`config.mk`:
```
export PLATFORM = sky130hd
export DESIGN_NAME = mbpm_rsp_queue
export DESIGN_NICKNAME = d
export VERILOG_FILES = /design/src/rtl/core/masked_byte_pattern_matcher_defines.svh /design/src/rtl/core/mbpm_pkg.sv /design/src/rtl/core/mbpm_rsp_queue.sv
export SDC_FILE = /design/constraint.sdc
export NUM_CORES = 1
export LEC_CHECK = 0
export BUFFER_PORTS_ARGS = -buffer_cell sky130_fd_sc_hd__buf_4
export CAP_MARGIN = 20
export CELL_PAD_IN_SITES_DETAIL_PLACEMENT = 0
export CELL_PAD_IN_SITES_GLOBAL_PLACEMENT = 2
export CORE_MARGIN = 4
export CORE_UTILIZATION = 37
export DETAILED_ROUTE_END_ITERATION = 8
export PLACE_DENSITY_LB_ADDON = 0.12
export SLEW_MARGIN = 30
export SYNTH_ARGS = -nofsm -noshare
export SYNTH_HDL_FRONTEND = slang
export SYNTH_SLANG_ARGS = --single-unit
```
`constraint.sdc`:
```
create_clock -name clock -period 2.5 [get_ports clock]
set_input_delay 0.25 -clock clock [delete_from_list [all_inputs] [get_ports clock]]
set_output_delay 0.25 -clock clock [all_outputs]
set_load 0.02 [all_outputs]
```
`src/rtl/core/masked_byte_pattern_matcher_defines.svh`:
```
// Assertion macros for the masked byte pattern matcher
`ifndef MASKED_BYTE_PATTERN_MATCHER_DEFINES_SVH
`define MASKED_BYTE_PATTERN_MATCHER_DEFINES_SVH

// check that cons holds in the same cycle as ante
`define MBPM_ASSERT_SAME(label, clk, rst, ante, cons) \
   label: assert property (@(posedge clk) disable iff (rst) (ante) |-> (cons)) \
      else $error("mbpm assertion failed: same-cycle check");

// check that cons holds in the cycle after ante
`define MBPM_ASSERT_NEXT(label, clk, rst, ante, cons) \
   label: assert property (@(posedge clk) disable iff (rst) (ante) |=> (cons)) \
      else $error("mbpm assertion failed: next-cycle check");

`endif

```
`src/rtl/core/mbpm_pkg.sv`:
```
// Shared types and constants of the masked byte pattern matcher
`default_nettype none

package mbpm_pkg;

   localparam int MAX_PATTERN  = 256;
   localparam int PAT_IDX_BITS = $clog2(MAX_PATTERN);
   localparam int OFFSET_BITS  = 48;
   localparam int LEN_BITS     = 9;
   localparam int BYTE_BITS    = 8;
   localparam int CMD_BITS     = 2;

   localparam int OP_DEPTH     = 4;
   localparam int OP_PTR_BITS  = $clog2(OP_DEPTH);
   localparam int OP_CNT_BITS  = OP_PTR_BITS + 1;

   localparam int RSP_DEPTH    = 2;
   localparam int RSP_PTR_BITS = $clog2(RSP_DEPTH);
   localparam int RSP_CNT_BITS = RSP_PTR_BITS + 1;

   localparam logic [CMD_BITS-1:0] CMD_DATA    = 2'd0;
   localparam logic [CMD_BITS-1:0] CMD_LOAD    = 2'd1;
   localparam logic [CMD_BITS-1:0] CMD_RESTART = 2'd2;

   typedef enum logic [1:0] {
      OP_DATA,
      OP_LOAD,
      OP_RESTART
   } op_kind_type;

   typedef struct packed {
      op_kind_type           kind;
      logic [BYTE_BITS-1:0]  data_byte;
      logic [BYTE_BITS-1:0]  entry_index;
      logic [BYTE_BITS-1:0]  entry_value;
      logic [BYTE_BITS-1:0]  entry_mask;
   } op_type;

endpackage

`default_nettype wire

```
`src/rtl/core/mbpm_rsp_queue.sv`:
```
// Result queue holding match offsets until the consumer transfers them
`default_nettype none

module mbpm_rsp_queue (
   input  wire                                 clock,
   input  wire                                 reset,
   input  wire                                 push,
   input  wire  [mbpm_pkg::OFFSET_BITS-1:0]    push_offset,
   output logic                                full,
   input  wire                                 pop,
   output logic                                empty,
   output logic [mbpm_pkg::OFFSET_BITS-1:0]    head_offset
);

   logic [mbpm_pkg::OFFSET_BITS-1:0]    slot_ff [mbpm_pkg::RSP_DEPTH];
   logic [mbpm_pkg::RSP_PTR_BITS-1:0]   wr_ptr_ff, wr_ptr_in;
   logic [mbpm_pkg::RSP_PTR_BITS-1:0]   rd_ptr_ff, rd_ptr_in;
   logic [mbpm_pkg::RSP_CNT_BITS-1:0]   cnt_ff, cnt_in;
   logic                                do_push;
   logic                                do_pop;

   assign full        = (cnt_ff == mbpm_pkg::RSP_CNT_BITS'(mbpm_pkg::RSP_DEPTH));
   assign empty       = (cnt_ff == '0);
   assign head_offset = slot_ff[rd_ptr_ff];
   assign do_push     = push && !full;
   assign do_pop      = pop && !empty;

   always_comb begin
      wr_ptr_in = do_push ? wr_ptr_ff + mbpm_pkg::RSP_PTR_BITS'(1) : wr_ptr_ff;
      rd_ptr_in = do_pop  ? rd_ptr_ff + mbpm_pkg::RSP_PTR_BITS'(1) : rd_ptr_ff;
      case ({do_push, do_pop})
         2'b10:   cnt_in = cnt_ff + mbpm_pkg::RSP_CNT_BITS'(1);
         2'b01:   cnt_in = cnt_ff - mbpm_pkg::RSP_CNT_BITS'(1);
         default: cnt_in = cnt_ff;
      endcase
   end

   always_ff @(posedge clock) begin
      if (reset) begin
         wr_ptr_ff <= '0;
         rd_ptr_ff <= '0;
         cnt_ff    <= '0;
      end else begin
         wr_ptr_ff <= wr_ptr_in;
         rd_ptr_ff <= rd_ptr_in;
         cnt_ff    <= cnt_in;
      end
   end

   always_ff @(posedge clock) begin
      if (do_push) begin
         slot_ff[wr_ptr_ff] <= push_offset;
      end
   end

endmodule

`default_nettype wire

```
==> flow_summary.json <==
{
  "critPathLaunchType": "register",
  "crit_path_frequent_cell": "inv_2",
  "synth_cell_types": 18,
  "setup_viol": 0,
  "numPortBuffers": 101,
  "synth_edf_count": 96,
  "drt-wirelength-per-cell_um": 15.52,
  "hp-class": "input pin to register",
  "end_kind": "register",
  "synthArstFlopShare_pct": 0,
  "clock_tree.buffer_depth": 2,
  "clk-insertion-delay-late_ns": 0.35,
  "clock.fmax_mhz": 530.3,
  "slowest_stage": "dfxtp_1",
  "route.detailed.drc": 0,
  "finalNonFillerCells": 424,
  "antenna_found_initial": 0,
  "synth_ff_type": "edfxtp_1",
  "grt_pass1_wl_um": 9977,
  "overflow": 0,
  "final.setup_skew_ns": 0.007970,
  "syn_to_final_growth_pct": 30.62,
  "path_max_fanout": 34,
  "tns_ns": 0,
  "routed_wl_um": 6579,
  "dr.pass1.iters": 4,
  "grtUsageTotal_pct": 11.62,
  "dieWidth_um": 107.7,
  "cts-buffers-inserted": 9,
  "period_minus_slack_ns": 1.886,
  "antennaDiodeCount": 0,
  "clock_sinks": 101,
  "ios": 102,
  "slowest_delay_ns": 0.42,
  "dieArea_mm2": 0.01160,
  "ys_ff_latch": 101,
  "synth_top_area_share_pct": 78.39,
  "netlist_instances": 175,
  "cp.required_ns": 2.54,
  "synth_top_cell_by_area": "edfxtp_1",
  "hold_viol_final": 0,
  "cts_resized": 0,
  "htree_levels": 3,
  "ys_top_cells_by_count": "96 x edfxtp_1, 48 x mux2_2, 5 x dfxtp_1",
  "yosysMostFrequentCell": "edfxtp_1",
  "slew_viol_final": 0,
  "power_per_cell_area_mw_per_mm2": 992.2,
  "cts.clk_slew.worst_paths_ns": 0.10,
  "vias_per_cell": 4.491,
  "finalCritPeriodShare_pct": 75.44,
  "post-dp-hpwl_um": 4285,
  "relSlewSlack_pct": 74.92,
  "initial_core_util_pct": 37.80,
  "cts_tree": "built",
  "yosys_warnings": 0,
  "path_class": "register to register",
  "clockRootBuffer": "clkbuf_8",
  "vdd.ir_drop.worst_mv": 0.4165,
  "gp_congestion": 0.7257,
  "cp_data_arrival_time_ns": 1.93,
  "yosysSeqAreaShare_pct": 81.12,
  "status": "completed",
  "dp.cells": 408,
  "post_route_cells_drive_above_1_share_pct": 59.11,
  "fin_nets": 339,
  "cap_viol_max_count": 0,
  "via_count": 1904,
  "crit_family": "buffers and inverters",
  "core-area_mm2": 0.009729,
  "grt_max_degree": 49,
  "hold_ws_ns": 0.07587,
  "antenna_left": 0,
  "rsz0062_at_grt": "false",
  "grt_pass1_vias": 1951,
  "rows": 36,
  "cp_num_buf_inv": 3,
  "drt_iter0_drc": 53,
  "synth_area_mm2": 0.003677,
  "netlist_top_cells_area": "edfxtp_1 78%, mux2_2 15%, dfxtp_1 2.7%",
  "post_cts_buffers": 0,
  "avgSynthCellArea_um2": 21.01,
  "worst_pin_slew_ns": 0.3757,
  "cts.hold.buffers_added": 0,
  "synth_fp_nets": 228,
  "fp.dieH_um": 107.7,
  "path_cells": "nand2b_2, inv_2, or3_1, inv_2, buf_12",
  "leakagePower_nw": 1.775
}
==> per-stage QoR <==
stage          setup slack (ns)  instance area (um^2)  utilization, %  total power, W
3_3_place_gp             0.6552                  4629           47.58        0.003939
5_1_grt                  0.4910                  4803           49.37        0.005032
6_report                 0.6141                  4803           49.37        0.004766
2_1_floorplan            0.2094                  3677               -        0.003255
4_1_cts                  0.6000                  4803           49.37        0.004845
3_5_place_dp             0.6168                  4629           47.58        0.003940
==> path summary, 6_finish.rpt <==
check	startpoint	end	slack [ns]	cells past startpoint
setup / recovery	cnt_ff[0]	slot_ff[0][8]	0.61	5
hold / removal	push_offset[20]	slot_ff[0][20]	0.08	1
setup reg to reg	cnt_ff[0]	slot_ff[0][8]	0.61	5
hold reg to reg	wr_ptr_ff	wr_ptr_ff	0.50	2
==> where the power goes <==
part           internal, W  leakage [nW]  switching, W
Clock             0.000364        0.0849      0.000537
Sequential         0.00213         0.940     0.0000629
Combinational     0.000774         0.750      0.000894
==> per-layer routing <==
| layer | track usage [%] | routed length [um] | up-vias |
|---|---|---|---|
| met5 | 0 | 0 | - |
| met4 | 5.140 | 79 | 0 |
| li1 | - | - | 901 |
| met1 | 15.38 | 2948 | 927 |
| met3 | 4.139 | 517 | 8 |
| met2 | 17.23 | 3033 | 68 |
==> flip-flops by register name (all words and copies together) (netlist names), named ones only <==
signal and cells:
slot_ff 96, wr_ptr_ff 1, rd_ptr_ff 1, cnt_ff 2
==> cells in the final DEF, fill, tap and decap left out, types with 2 or more instances in the layout <==
master | netlist | final
a21oi_1 | 2 | 2
edfxtp_1 | 96 | 96
xnor2_1 | 2 | 2
or3_1 | 2 | 2
buf_12 | 0 | 2
clkbuf_8 | 0 | 9
inv_2 | 1 | 2
dfxtp_1 | 5 | 4
mux2_2 | 48 | 48
nor2_1 | 4 | 4
clkinv_4 | 0 | 3
clkinv_1 | 0 | 2
buf_4 | 2 | 103
o21ai_0 | 2 | 2
==> kinds of logic after synthesis <==
kind of cell,share of synthesized area (%)
mux,14.70
compound gates,0.7487
xor+xnor,0.7147
flops,81.12
simple gates,1.259
fa+ha+maj,0.3402
buf+inv,1.123
==> cell type report <==
class                      count  area [um^2]
inverter                       3        11.26
clock inverter                 7        50.05
tap                          133        166.4
timing repair buffer         105        813.3
clock buffer                   9        123.9
multi-input combinational     66        654.4
fill                         856         4926
sequential                   101         2984
Note: power is estimated with default switching activity, not from simulation.
