### src/rtl/core/masked_byte_pattern_matcher_defines.svh
// Assertion macros for the masked byte pattern matcher
`ifndef MASKED_BYTE_PATTERN_MATCHER_DEFINES_SVH
`define MASKED_BYTE_PATTERN_MATCHER_DEFINES_SVH

// check that cons holds in the same cycle as ante
`define MBPM_ASSERT_SAME(label, clk, rst, ante, cons) \
   label: assert property (@(posedge clk) disable iff (rst) (ante) |-> (cons)) \
      else $error("mbpm assertion failed: same-cycle check");

// check that cons holds in the cycle after ante
`define MBPM_ASSERT_NEXT(label, clk, rst, ante, cons) \
   label: assert property (@(posedge clk) disable iff (rst) (ante) |=> (cons)) \
      else $error("mbpm assertion failed: next-cycle check");

`endif

### src/rtl/core/mbpm_pkg.sv
// Shared types and constants of the masked byte pattern matcher
`default_nettype none

package mbpm_pkg;

   localparam int MAX_PATTERN  = 256;
   localparam int PAT_IDX_BITS = $clog2(MAX_PATTERN);
   localparam int OFFSET_BITS  = 48;
   localparam int LEN_BITS     = 9;
   localparam int BYTE_BITS    = 8;
   localparam int CMD_BITS     = 2;

   localparam int OP_DEPTH     = 4;
   localparam int OP_PTR_BITS  = $clog2(OP_DEPTH);
   localparam int OP_CNT_BITS  = OP_PTR_BITS + 1;

   localparam int RSP_DEPTH    = 2;
   localparam int RSP_PTR_BITS = $clog2(RSP_DEPTH);
   localparam int RSP_CNT_BITS = RSP_PTR_BITS + 1;

   localparam logic [CMD_BITS-1:0] CMD_DATA    = 2'd0;
   localparam logic [CMD_BITS-1:0] CMD_LOAD    = 2'd1;
   localparam logic [CMD_BITS-1:0] CMD_RESTART = 2'd2;

   typedef enum logic [1:0] {
      OP_DATA,
      OP_LOAD,
      OP_RESTART
   } op_kind_type;

   typedef struct packed {
      op_kind_type           kind;
      logic [BYTE_BITS-1:0]  data_byte;
      logic [BYTE_BITS-1:0]  entry_index;
      logic [BYTE_BITS-1:0]  entry_value;
      logic [BYTE_BITS-1:0]  entry_mask;
   } op_type;

endpackage

`default_nettype wire

### src/rtl/core/mbpm_front.sv
// Front end: accept input transfers, classify commands, queue operations
`default_nettype none
`include "masked_byte_pattern_matcher_defines.svh"

module mbpm_front (
   input  wire                                 clock,
   input  wire                                 reset,
   input  wire                                 req_push,
   output logic                                req_full,
   input  wire  [mbpm_pkg::CMD_BITS-1:0]       req_command,
   input  wire  [mbpm_pkg::BYTE_BITS-1:0]      req_data_byte,
   input  wire  [mbpm_pkg::BYTE_BITS-1:0]      req_entry_index,
   input  wire  [mbpm_pkg::BYTE_BITS-1:0]      req_entry_value,
   input  wire  [mbpm_pkg::BYTE_BITS-1:0]      req_entry_mask,
   output logic                                op_valid,
   output mbpm_pkg::op_type                    op,
   input  wire                                 op_pop
);

   mbpm_pkg::op_type                    op_q_ff [mbpm_pkg::OP_DEPTH];
   logic [mbpm_pkg::OP_PTR_BITS-1:0]    wr_ptr_ff, wr_ptr_in;
   logic [mbpm_pkg::OP_PTR_BITS-1:0]    rd_ptr_ff, rd_ptr_in;
   logic [mbpm_pkg::OP_CNT_BITS-1:0]    cnt_ff, cnt_in;
   logic                                accept;
   logic                                known;
   logic                                push_op;
   mbpm_pkg::op_type                    new_op;

   assign req_full = (cnt_ff == mbpm_pkg::OP_CNT_BITS'(mbpm_pkg::OP_DEPTH));
   assign accept   = req_push && !req_full;
   assign op_valid = (cnt_ff != '0);
   assign op       = op_q_ff[rd_ptr_ff];

   // classify; drop the unused command code
   always_comb begin
      new_op.data_byte   = req_data_byte;
      new_op.entry_index = req_entry_index;
      new_op.entry_value = req_entry_value;
      new_op.entry_mask  = req_entry_mask;
      known              = 1'b1;
      case (req_command)
         mbpm_pkg::CMD_DATA: begin
            new_op.kind = mbpm_pkg::OP_DATA;
         end
         mbpm_pkg::CMD_LOAD: begin
            new_op.kind = mbpm_pkg::OP_LOAD;
         end
         mbpm_pkg::CMD_RESTART: begin
            new_op.kind = mbpm_pkg::OP_RESTART;
         end
         default: begin
            new_op.kind = mbpm_pkg::OP_DATA;
            known       = 1'b0;
         end
      endcase
   end

   assign push_op = accept && known;

   always_comb begin
      wr_ptr_in = push_op ? wr_ptr_ff + mbpm_pkg::OP_PTR_BITS'(1) : wr_ptr_ff;
      rd_ptr_in = op_pop  ? rd_ptr_ff + mbpm_pkg::OP_PTR_BITS'(1) : rd_ptr_ff;
      case ({push_op, op_pop})
         2'b10:   cnt_in = cnt_ff + mbpm_pkg::OP_CNT_BITS'(1);
         2'b01:   cnt_in = cnt_ff - mbpm_pkg::OP_CNT_BITS'(1);
         default: cnt_in = cnt_ff;
      endcase
   end

   always_ff @(posedge clock) begin
      if (reset) begin
         wr_ptr_ff <= '0;
         rd_ptr_ff <= '0;
         cnt_ff    <= '0;
      end else begin
         wr_ptr_ff <= wr_ptr_in;
         rd_ptr_ff <= rd_ptr_in;
         cnt_ff    <= cnt_in;
      end
   end

   always_ff @(posedge clock) begin
      if (push_op) begin
         op_q_ff[wr_ptr_ff] <= new_op;
      end
   end

   `MBPM_ASSERT_SAME(a_cnt_bound, clock, reset, 1'b1, cnt_ff <= mbpm_pkg::OP_CNT_BITS'(mbpm_pkg::OP_DEPTH))
   `MBPM_ASSERT_SAME(a_pop_nonempty, clock, reset, op_pop, cnt_ff != '0)
   `MBPM_ASSERT_NEXT(a_cnt_grow, clock, reset, push_op && !op_pop, cnt_ff == $past(cnt_ff) + mbpm_pkg::OP_CNT_BITS'(1))

endmodule

`default_nettype wire

### config.mk
export PLATFORM = sky130hd
export DESIGN_NAME = mbpm_front
export DESIGN_NICKNAME = d
export VERILOG_FILES = /design/src/rtl/core/mbpm_pkg.sv /design/src/rtl/core/mbpm_front.sv
export VERILOG_INCLUDE_DIRS = /design/src /design/src/rtl/core
export SDC_FILE = /design/constraint.sdc
export NUM_CORES = 1
export LEC_CHECK = 0
export BUFFER_PORTS_ARGS = -buffer_cell sky130_fd_sc_hd__buf_2
export CORE_MARGIN = 2
export CORE_UTILIZATION = 30
export DETAILED_ROUTE_END_ITERATION = 6
export PLACE_DENSITY_LB_ADDON = 0.3
export SLEW_MARGIN = 20
export SYNTH_ARGS = -nofsm -noshare
export SYNTH_HDL_FRONTEND = slang
export SYNTH_SLANG_ARGS = --single-unit
### constraint.sdc
create_clock -name clock -period 5.9 [get_ports clock]
set_clock_uncertainty 0.1 [all_clocks]
set_input_delay 0 -clock clock [delete_from_list [all_inputs] [get_ports clock]]
set_output_delay 0 -clock clock [all_outputs]
set_load 0.05 [all_outputs]
==> metrics.md, run 1 <==
| Metric | Value |
|---|---|
| TritonCTS buffer count | `17` |
| Synth warnings | `0` |
| Critical path fanouts, max | `34` |
| Wirelength per Cell | `between 15 and 20 µm` |
| Post-synth EDFFs | `136` |
| Hold slack | `173 ps` |
| Period utilization | `0.397` |
| Full die area | `0.0192 mm²` |
| IO Port Bufs | `73` |
| Share of layout cells above drive strength 1 | `0.395` |
| Ys async rst share | `0` |
| Row cnt | `49` |
| P&R area growth vs syn | `28.4%` |
| Antenna fix cells | `0` |
| RSZ-0062 raised after global routing | `false` |
| Top cells by area, synth | `edfxtp_1, mux4_2, dfxtp_1` |
| Antenna violations before repair | `0` |
| Peak VDD IR | `0.000252 V` |
| FILL cells | `~1600` |
| Detail Route Antenna Nets | `0` |
| Max-slew violation count | `0` |
| Vias | `about 2500` |
| Synth area leader | `edfxtp_1` |
| CTS tree | `done` |
| Initial Util | `0.304` |
| Placed Cells | `approximately 520` |
| Grt total ovfl | `0` |
| Die Y-Extent | `139 µm` |
| CP arrival | `2240 ps` |
| Status | `complete, no violations` |
| Average size of a mapped cell | `~24 µm²` |
| Global-route usage over all layers | `0.106` |
| Pleak | `between 2 and 2.5 nW` |
| Syn nets | `271` |
| GPL Wtd Cong | `0.658` |
| WL final | `9.66 mm` |
| Clock buffer depth | `2` |
| Fin util | `0.391` |
| Maximum level of the CTS H-tree | `4` |
| Post-Syn Area | `0.00544 mm²` |
| Minimum clock period | `2340 ps` |
| First-pass DRT Iterations | `4` |
| Post-synthesis cell type count | `27` |
| Slew headroom | `0.373` |
| Fmax | `0.427 GHz` |
| CP endpoint kind | `output port` |
| Max-cap violation count | `0` |
| Final hold vios | `0` |
| Cell count after synthesis | `227` |
| Synth top area share | `0.750` |
| CTS root buffer | `clkbuf_16` |
| Top_reg_cell synth | `edfxtp_1` |
| DR vias/cell | `4.28` |
| Post-CTS Setup Bufs | `0` |
| Clk sink count | `145` |
| Final Setup Violations | `0` |
| Type of origin of the critical path | `flop` |
| Largest net degree at the start of global routing | `35` |
| Worst Setup Path Type | `reg -> out` |
| Die W | `~140 µm` |
| Hold Path Class | `in -> reg` |
| Fin cells | `between 500 and 600` |
| PwrDens | `385 mW/mm²` |
| IO Count | `74` |
| Yosys reg bits | `145` |
| Residual DRC | `0` |
| Post-DP HPWL | `a little under 6 mm` |
| Req. time, crit path | `roughly 5800 ps` |
| Vias in the first global route | `between 2000 and 3000` |
| Register area share after synthesis | `0.783` |
| Worst-margin pin slew | `941 ps` |
| Setup TNS | `0 ps` |
| Core Region | `0.0179 mm²` |
| Worst-Skew Late Latency | `410 ps` |
| First-pass GRT wire length | `15.2 mm` |
| Nets | `roughly 390` |
| Reg clk slew, reported paths | `around 60 ps` |
| Iteration-0 DRC Markers | `between 100 and 150` |
==> logic make-up (layout without fill, tap and decap cells) <==
| logic type | after synthesis | after routing | synth area share |
|---|---|---|---|
| xor gates and xnor gates | 4 | 4 | 0.00644 |
| AOI/OAI and AO/OA | 3 | 3 | 0.00551 |
| and+or+nand+nor | 19 | 19 | 0.0216 |
| muxes | 37 | 37 | 0.148 |
| buffers and inverters | 13 | 148 | 0.0202 |
| adders and majority gates | 6 | 6 | 0.0152 |
| DFF | 145 | 145 | 0.783 |
==> critical path, cell delays in order, from the launching register on <==
cell	delay, ps
dfxtp_2	310
buf_4	550
mux4_1	700
buf_2	250
==> timing repair <==
action,4_1_cts,5_1_grt
hold buffers,38,0
hold endpoints to repair,145,0
resized for setup,0,0
==> synth_stat cells, drive strengths merged, types with 2 or more instances <==
master,instances
clkbuf,2
xor2,2
buf,7
inv,4
or3,2
mux2i,2
edfxtp,136
xnor2,2
ha,5
nand2b,2
and2,4
dfxtp,9
mux4,34
nor2b,2
nor2,7
==> worst paths after layout <==
| path | slack [ps] | from | endpoint | cells after the start |
|---|---|---|---|---|
| worst max-delay path | 3560 | flop | op[29] | 3 |
| worst max register to register | 3590 | cnt_ff[0] | cnt_ff[2] | 8 |
| worst min register to register | 400 | cnt_ff[2] | cnt_ff[2] | 2 |
| worst min-delay path | 170 | req_push | cnt_ff[0] | 7 |
==> area by class of cell <==
cell class | instances | area, µm² | share of cell area
inverters | 4 | 15.0 | 0.00215
multi-input cells | 69 | 1070 | 0.153
clock inverters | 13 | 168 | 0.0240
flip-flops and latches | 145 | 4270 | 0.610
repair buffers | 112 | 753 | 0.108
clock buffers | 19 | 433 | 0.0619
well taps | 229 | 287 | 0.0410
==> layout by cell type, fill, tap and decap left out, types with 3 or more instances in the layout <==
| cell | count |
|---|---|
| dlygate4sd3_1 | 38 |
| edfxtp_1 | 136 |
| ha_1 | 5 |
| bufinv_16 | 4 |
| dfxtp_1 | 7 |
| clkinvlp_4 | 3 |
| clkinv_1 | 4 |
| mux4_2 | 33 |
| buf_2 | 73 |
| and2_2 | 4 |
| nor2_1 | 7 |
| inv_1 | 4 |
| clkbuf_16 | 17 |
==> metrics by stage <==
step                      area (µm²)  setup slack [ps]  power, mW
final                           6990              3560       2.69
after global routing            6990              3420       2.79
after CTS                       6990              3490       2.73
after detailed placement        6010              3490       1.63
after global placement          6010              3610       1.62
after floorplan                 5440              3630       1.53
==> layer usage <==
metal  GRT usage  routed length [µm]  share of wire  vias up
met5           0                   0              0        -
met4      0.0447                 153          0.016        0
met3      0.0421                 518          0.054       14
met2       0.176                4880           0.50       61
met1       0.125                4110           0.43     1274
li1            -                   -              -     1178
==> state kept, by name (all words and copies together), names as in the netlist, named ones only <==
| register | flops |
|---|---|
| op_q_ff | 136 |
| rd_ptr_ff | 2 |
| wr_ptr_ff | 2 |
| cnt_ff | 3 |
==> report_power, final <==
part	switching (mW)	leakage [nW]	internal, mW
sequential	0.0260	1.32	1.19
combinational	0.268	0.787	0.134
clock	0.374	0.283	0.698
(Power assumes the default switching activity.)
==> inputs of run 2 (changes only) <==
ABC_AREA = 1   (was unset)
clock period = 2.45 ns   (was 5.9 ns; I/O delays follow)
==> run 2 against run 1 <==
Sequential cell count unchanged. Area after synthesis rose by 5.2%. Non-clock buffer count rose by 11. Utilization shrank 0.11 points. Worst setup slack got worse by 3300 ps. Cell area increased by 4.2%. Critical path type unchanged. Critical endpoint unchanged. Largest power group unchanged.
==> metrics.md, run 2 <==
| Metric | Value |
|---|---|
| Status | `complete, no violations` |
| Grt total ovfl | `0 (unchanged)` |
| Full die area | `0.0202 mm² (+5.0%)` |
| Ys async rst share | `0 (unchanged)` |
| Pleak | `2.61 nW (+9.4%)` |
| Critical path fanouts, max | `34 (unchanged)` |
| Share of layout cells above drive strength 1 | `0.309 (-0.0863)` |
| Vias in the first global route | `3495 (+25%)` |
| Power, Total | `6.28 mW (+130%)` |
| Type of origin of the critical path | `flop` |
| Post_cts resized | `0 (unchanged)` |
| First-pass DRT Iterations | `4 (unchanged)` |
| CP arrival | `2060 ps (-180 ps)` |
| R2R setup slack | `330 ps (-3260 ps)` |
| Register area share after synthesis | `0.745 (-0.0385)` |
| Fin area | `0.00728 mm² (+4.2%)` |
| Synth top area share | `0.713 (-0.0369)` |
| Global-route usage over all layers | `0.124 (+0.0178)` |
| RSZ-0062 raised after global routing | `false` |
| Post-Syn Area | `0.00573 mm² (+5.2%)` |
| Fmax | `0.462 GHz` |
| Post-DP HPWL | `7.20 mm (+24%)` |
| Cell count after synthesis | `394 (+74%)` |
| WL final | `12.1 mm (+25%)` |
| FILL cells | `1748 (+6.8%)` |
| Final Setup Violations | `0 (unchanged)` |
| Critical Path Slowest Stage Cell | `inv_2` |
| Post-Place Cell Area | `0.00635 mm² (+5.7%)` |
| Antenna fix cells | `0 (unchanged)` |
| Final hold vios | `0 (unchanged)` |
| Iteration-0 DRC Markers | `191 (+28%)` |
| Worst Setup Path Type | `reg -> out` |
| Setup TNS | `0 ps (unchanged)` |
| Max-cap violation count | `0 (unchanged)` |
| Period utilization | `0.883` |
| Largest registers | `op_q_ff (136), cnt_ff (3)` |
| Hold-critical path depth | `6 (-1)` |
| CP max stage delay | `490 ps (-210 ps)` |
| Worst setup margin | `287 ps (-3270 ps)` |
| Post-synth EDFFs | `136 (unchanged)` |
| Most frequent cells after synthesis | `edfxtp_1, o21ai_0, nor2_1` |
| Commonest non-fill, non-tap cell in the layout | `edfxtp_1` |
| CTS root buffer | `clkbuf_16` |
| Core Region | `0.0187 mm² (+4.5%)` |
| PwrDens | `861 mW/mm² (+120%)` |
| Top reg by flops | `op_q_ff` |
| P&R area growth vs syn | `27.2%` |
| Minimum clock period | `around 2200 ps` |
| Residual DRC | `0 (unchanged)` |
| CP endpoint kind | `output port` |
| Seq. cell area | `0.00427 mm² (unchanged)` |
| R2r endpoint | `cnt_ff[2]` |
| Detail Route Antenna Nets | `0 (unchanged)` |
| CP Buf/Inv Count | `2 (unchanged)` |
| Worst-Skew Late Latency | `420 ps (about the same)` |
| IO Port Bufs | `73 (unchanged)` |
| Multi-input logic area | `0.00125 mm² (+17%)` |
| Critical Path Stages | `4 (+1)` |
| Die Y-Extent | `142 µm (+2.5%)` |
| DR vias/cell | `4.54 (+6.2%)` |
| Hold Path Class | `in -> reg` |
| Top cells by area, synth | `edfxtp_1, o21ai_0, o22ai_2` |
| Largest net degree at the start of global routing | `69 (+97%)` |
| Nets | `559 (+42%)` |
| Reg clk slew, reported paths | `60 ps (about the same)` |
| Worst-margin pin slew | `668 ps (-274 ps)` |
| Crit path to | `op[29]` |
| Initial Util | `0.306 (+0.00199)` |
| Syn nets | `438 (+62%)` |
| Commonest non-fill, non-tap cells in the layout | `edfxtp_1, buf_2, o21ai_0` |
| Max reg flops | `136 (unchanged)` |
| Req. time, crit path | `2350 ps (-3450 ps)` |
| Row cnt | `50 (+2.0%)` |
| Clock buffer depth | `2 (unchanged)` |
| IO Count | `74 (unchanged)` |
| Post-synthesis cell type count | `24 (-11%)` |
| Synth area leader | `edfxtp_1` |
| Setup WS pre-CTS | `343 ps (-3150 ps)` |
| Worst-case reg-to-reg path depth | `8 (unchanged)` |
| TritonCTS buffer count | `17 (unchanged)` |
| Top_reg_cell synth | `edfxtp_1` |
| Maximum level of the CTS H-tree | `4 (unchanged)` |
| Max-slew violation count | `0 (unchanged)` |
| CTS tree | `done` |
| Cell with the most instances after synthesis | `edfxtp_1` |
| Cell Chain, Critical Path | `inv_2 -> o21ai_0 -> o22ai_1 -> buf_2` |
| Average size of a mapped cell | `14.5 µm² (-39%)` |
| Die W | `142 µm (+2.5%)` |
| Antenna violations before repair | `0 (unchanged)` |
| Slew headroom | `0.554 (+0.182)` |
| Yosys reg bits | `145 (unchanged)` |
| Vias | `3459 (+37%)` |
| Critical path's top delay family | `buffers and inverters` |
| Worst R2R Start | `cnt_ff[0]` |
| Clk sink count | `145 (unchanged)` |
| Wirelength per Cell | `15.9 µm (-2.7%)` |
| Synth warnings | `0 (unchanged)` |
| First-pass GRT wire length | `18.6 mm (+23%)` |
| Peak VDD IR | `0.000479 V (+90%)` |
| GPL Wtd Cong | `0.741 (+13%)` |
-- run 2: changes by cell type after synthesis, moves of 6 or more --
cell,before,now
nor2_2,0,20
buf_2,3,12
o21ai_0,1,66
o22ai_1,0,14
mux4_2,33,0
nand2_1,1,7
nor2_1,7,61
inv_1,4,15
o22ai_2,0,20
-- run 2: tightest hold or removal path: cells and delay by family --
family	cells	cell delay [ps]
buffers and inverters	2	140
and+or+nand+nor	1	80
AOI/OAI and AO/OA	2	130
adders and majority gates	1	190
-- run 2: what timing repair did --
item,4_1_cts,5_1_grt
hold buffers,38,0
buffers inserted,0,0
hold endpoints to repair,145,0
-- run 2: worst min path at each step --
stage	start	end	slack, ps
2_1_floorplan	reset	cnt_ff[0]	-30
3_3_place_gp	reset	cnt_ff[0]	80
3_5_place_dp	reset	cnt_ff[0]	100
4_1_cts	req_push	cnt_ff[1]	80
5_1_grt	req_push	cnt_ff[1]	160
6_report	req_push	cnt_ff[1]	90
-- run 2: cell type report --
class | count | area share
tap | 234 | 0.0402
timing repair buffer | 123 | 0.116
multi-input combinational | 211 | 0.172
clock buffer | 19 | 0.0594
sequential | 145 | 0.586
inverter | 17 | 0.00945
clock inverter | 13 | 0.0165
-- run 2: metal layers --
layer  wire length, µm  GRT usage  vias to the layer above
met5                 0          0                        -
met4               253     0.0558                        0
met3               543     0.0370                       21
met2              5820      0.201                       69
met1              5500      0.154                     1673
li1                  -          -                     1696
-- run 2: power breakdown --
| part | total (mW) | internal (mW) | switching, mW | leakage, nW |
|---|---|---|---|---|
| Sequential | 2.89 | 2.85 | 0.0415 | 1.32 |
| Clock | 2.41 | 1.48 | 0.933 | 0.279 |
| Combinational | 0.973 | 0.269 | 0.704 | 1.02 |
-- run 2: cells by family after synthesis --
kind of cell / after synthesis / synth area share
compound gates: 112 / 0.128
flops: 145 / 0.745
simple gates: 92 / 0.0701
fa+ha+maj: 6 / 0.0144
buf+inv: 38 / 0.0413
xor+xnor: 1 / 0.00153
-- run 2: stage by stage --
step | instances | hold slack (ps) | utilization
floorplan | 394 | -27.6 | -
global placement | 692 | 77.8 | 0.340
detailed placement | 692 | 97.9 | 0.340
CTS | 762 | 77.5 | 0.389
global route | 762 | 157 | 0.389
finish | 762 | 90.9 | 0.389
==> inputs of run 3 (changes only) <==
--- a/config.mk
+++ b/config.mk
@@ -9,4 +9,6 @@
 export ABC_AREA = 1
 export BUFFER_PORTS_ARGS = -buffer_cell sky130_fd_sc_hd__buf_2
+export CELL_PAD_IN_SITES_DETAIL_PLACEMENT = 1
+export CELL_PAD_IN_SITES_GLOBAL_PLACEMENT = 2
 export CORE_MARGIN = 2
 export CORE_UTILIZATION = 30
==> constraint.sdc (replaced) <==
create_clock -name clock -period 2.45 [get_ports clock]
set_clock_uncertainty 0.1 [all_clocks]
set_input_delay 0.49 -clock clock [delete_from_list [all_inputs] [get_ports clock]]
set_output_delay 0.49 -clock clock [all_outputs]
set_load 0.05 [all_outputs]
==> run 3 against run 2 <==
Via count shrank 1.6%. Utilization shrank 1.4 points. Clock power grew 5%. Sequential cell count is the same. Worst hold slack gained 58 ps. Register-to-register slack is essentially flat. Largest power group unchanged.
==> metrics.md, run 3 (synthesis gave the netlist of run 2 again) <==
| Metric | Value |
|---|---|
| Status | `complete, no violations` |
| Critical Path Stages | `4 (unchanged)` |
| GPL Wtd Cong | `0.700 (-5.5%)` |
| Pleak | `2.50 nW (-4.4%)` |
| Setup TNS | `0 ps (unchanged)` |
| Commonest non-fill, non-tap cells in the layout | `edfxtp_1, buf_2, o21ai_0` |
| Core Region | `0.0187 mm² (unchanged)` |
| Max-slew violation count | `0 (unchanged)` |
| Detail Route Antenna Nets | `0 (unchanged)` |
| Worst setup margin | `73.9 ps (-213 ps)` |
| WL final | `12.6 mm (+4.2%)` |
| IO Count | `74 (unchanged)` |
| R2r endpoint | `cnt_ff[2]` |
| CTS root buffer | `clkbuf_16` |
| RSZ-0062 raised after global routing | `true` |
| Full die area | `0.0202 mm² (unchanged)` |
| Cell Chain, Critical Path | `buf_4 -> o21ai_0 -> o22ai_1 -> buf_4` |
| Hold-critical path endpoint | `cnt_ff[0]` |
| Worst-margin pin slew | `340 ps (-328 ps)` |
| WL met2 | `6.33 mm (+8.8%)` |
| Metal-1 WL | `5.71 mm (+3.7%)` |
| Global-route usage over all layers | `0.132 (+0.00783)` |
| Die W | `142 µm (unchanged)` |
| Max-cap violation count | `0 (unchanged)` |
| Setup WS pre-CTS | `135 ps (-208 ps)` |
| Worst R2R Start | `cnt_ff[0]` |
| Worst-case reg-to-reg path depth | `8 (unchanged)` |
| Final Setup Violations | `0 (unchanged)` |
| Worst Setup Path Type | `reg -> out` |
| Worst-Skew Late Latency | `410 ps (about the same)` |
| Initial Util | `0.306 (unchanged)` |
| First-pass GRT wire length | `19.8 mm (+6.2%)` |
| Fin cells | `730 (-4.2%)` |
| First-pass DRT Iterations | `4 (unchanged)` |
| Type of origin of the critical path | `flop` |
| Residual DRC | `0 (unchanged)` |
| Wirelength per Cell | `17.3 µm (+8.7%)` |
| Maximum level of the CTS H-tree | `4 (unchanged)` |
| Critical Path Slowest Stage Cell | `dfxtp_2` |
| Met3 routed WL | `427 µm (-21%)` |
| Minimum clock period | `2380 ps (+213 ps)` |
| Hold-fix buffers at CTS | `0 (-100%)` |
| Fin area | `0.00702 mm² (-3.7%)` |
| Hold-critical path depth | `2 (-4)` |
| Clk sink count | `145 (unchanged)` |
| CP max stage delay | `390 ps (-100 ps)` |
| Min-delay src | `reset` |
| Nets | `527 (-5.7%)` |
| Req. time, crit path | `1860 ps (-490 ps)` |
| CP endpoint kind | `output port` |
| IO Port Bufs | `73 (unchanged)` |
| Share of layout cells above drive strength 1 | `0.347 (+0.0381)` |
| Top reg by flops | `op_q_ff` |
| Final hold vios | `0 (unchanged)` |
| Post-DP HPWL | `7.89 mm (+9.6%)` |
| P&R area growth vs syn | `22.6%` |
| Slew headroom | `0.774 (+0.219)` |
| Die Y-Extent | `142 µm (unchanged)` |
| Grt total ovfl | `0 (unchanged)` |
| Clock buffer depth | `2 (unchanged)` |
| Vias | `3404 (-1.6%)` |
| Vias in the first global route | `3689 (+5.6%)` |
| Peak VDD IR | `0.000481 V (+0.50%)` |
| Hold Path Class | `in -> reg` |
| CP arrival | `1790 ps (-270 ps)` |
| Placed Cells | `698 (+0.87%)` |
| Reg clk slew, reported paths | `60 ps (about the same)` |
| Largest net degree at the start of global routing | `35 (-49%)` |
| R2R setup slack | `340 ps (about the same)` |
| Row cnt | `50 (unchanged)` |
| Top cell by count, worst path | `buf_4` |
| Critical path's top delay family | `buffers and inverters` |
| Uppermost layer routed | `met4` |
| Critical path fanouts, max | `24 (-29%)` |
| Antenna violations before repair | `0 (unchanged)` |
| Commonest non-fill, non-tap cell in the layout | `edfxtp_1` |
| Fmax | `0.421 GHz (-9.0%)` |
| DR vias/cell | `4.66 (+2.7%)` |
| PwrDens | `907 mW/mm² (+5.3%)` |
| CP Buf/Inv Count | `2 (unchanged)` |
| Iteration-0 DRC Markers | `126 (-34%)` |
| Fin util | `0.375 (-0.0142)` |
| Antenna fix cells | `0 (unchanged)` |
| Period utilization | `0.970 (+0.0870)` |
| Largest registers | `op_q_ff (136), cnt_ff (3)` |
| CTS tree | `done` |
| TritonCTS buffer count | `17 (unchanged)` |
| Post-Place Cell Area | `0.00642 mm² (+1.1%)` |
| Max reg flops | `136 (unchanged)` |
-- run 3: cell count changes in the layout (fill, tap and decap cells not counted) --
cell,delta
buf_4,+7
buf_2,-5
dlygate4sd3_1,-38
clkbuf_4,+2
inv_6,+2
clkbuf_1,-2
dfxtp_1,+1
clkinv_1,-2
clkinv_4,+4
dfxtp_2,-1
clkinv_2,-4
clkinvlp_4,+2
buf_12,+2
-- run 3: worst max path at each step --
stage	startpoint	to
floorplan	req_push	op_q_ff[0][0]
global placement	req_command[1]	cnt_ff[2]
detailed placement	req_command[1]	cnt_ff[2]
CTS	flop	op[33]
global route	flop	op[1]
finish	flop	op[1]
-- run 3: cell type report --
| cell class | count | area, µm² |
|---|---|---|
| Clock buffer | 17 | 425 |
| Tap cell | 234 | 293 |
| Sequential cell | 145 | 4270 |
| Clock inverter | 15 | 160 |
| Timing Repair Buffer | 91 | 551 |
| Inverter | 17 | 68.8 |
| Fill cell | 1936 | 11700 |
| Multi-Input combinational cell | 211 | 1250 |
-- run 3: per-layer routing --
metal | vias up | track usage
met3 | 10 | 0.0330
li1 | 1629 | -
met2 | 59 | 0.224
met4 | 0 | 0.0474
met1 | 1706 | 0.164
met5 | - | 0
-- run 3: report_power, final --
group	switching [mW]	leakage (nW)	internal (mW)
clock network	1.02	0.284	1.51
logic	0.700	0.897	0.245
registers	0.0440	1.32	2.85
-- run 3: what timing repair did --
item / CTS / global route
setup buffers: 0 / 0
endpoints found under the setup margin: 1 / 7
resized for setup: 1 / 6
-- run 3: per-stage QoR --
stage / hold slack [ps] / power (mW)
after detailed placement: 333 / 3.91
final: 149 / 6.36
after global placement: 331 / 3.88
after global routing: 140 / 6.61
after floorplan: 312 / 3.62
after CTS: 131 / 6.44
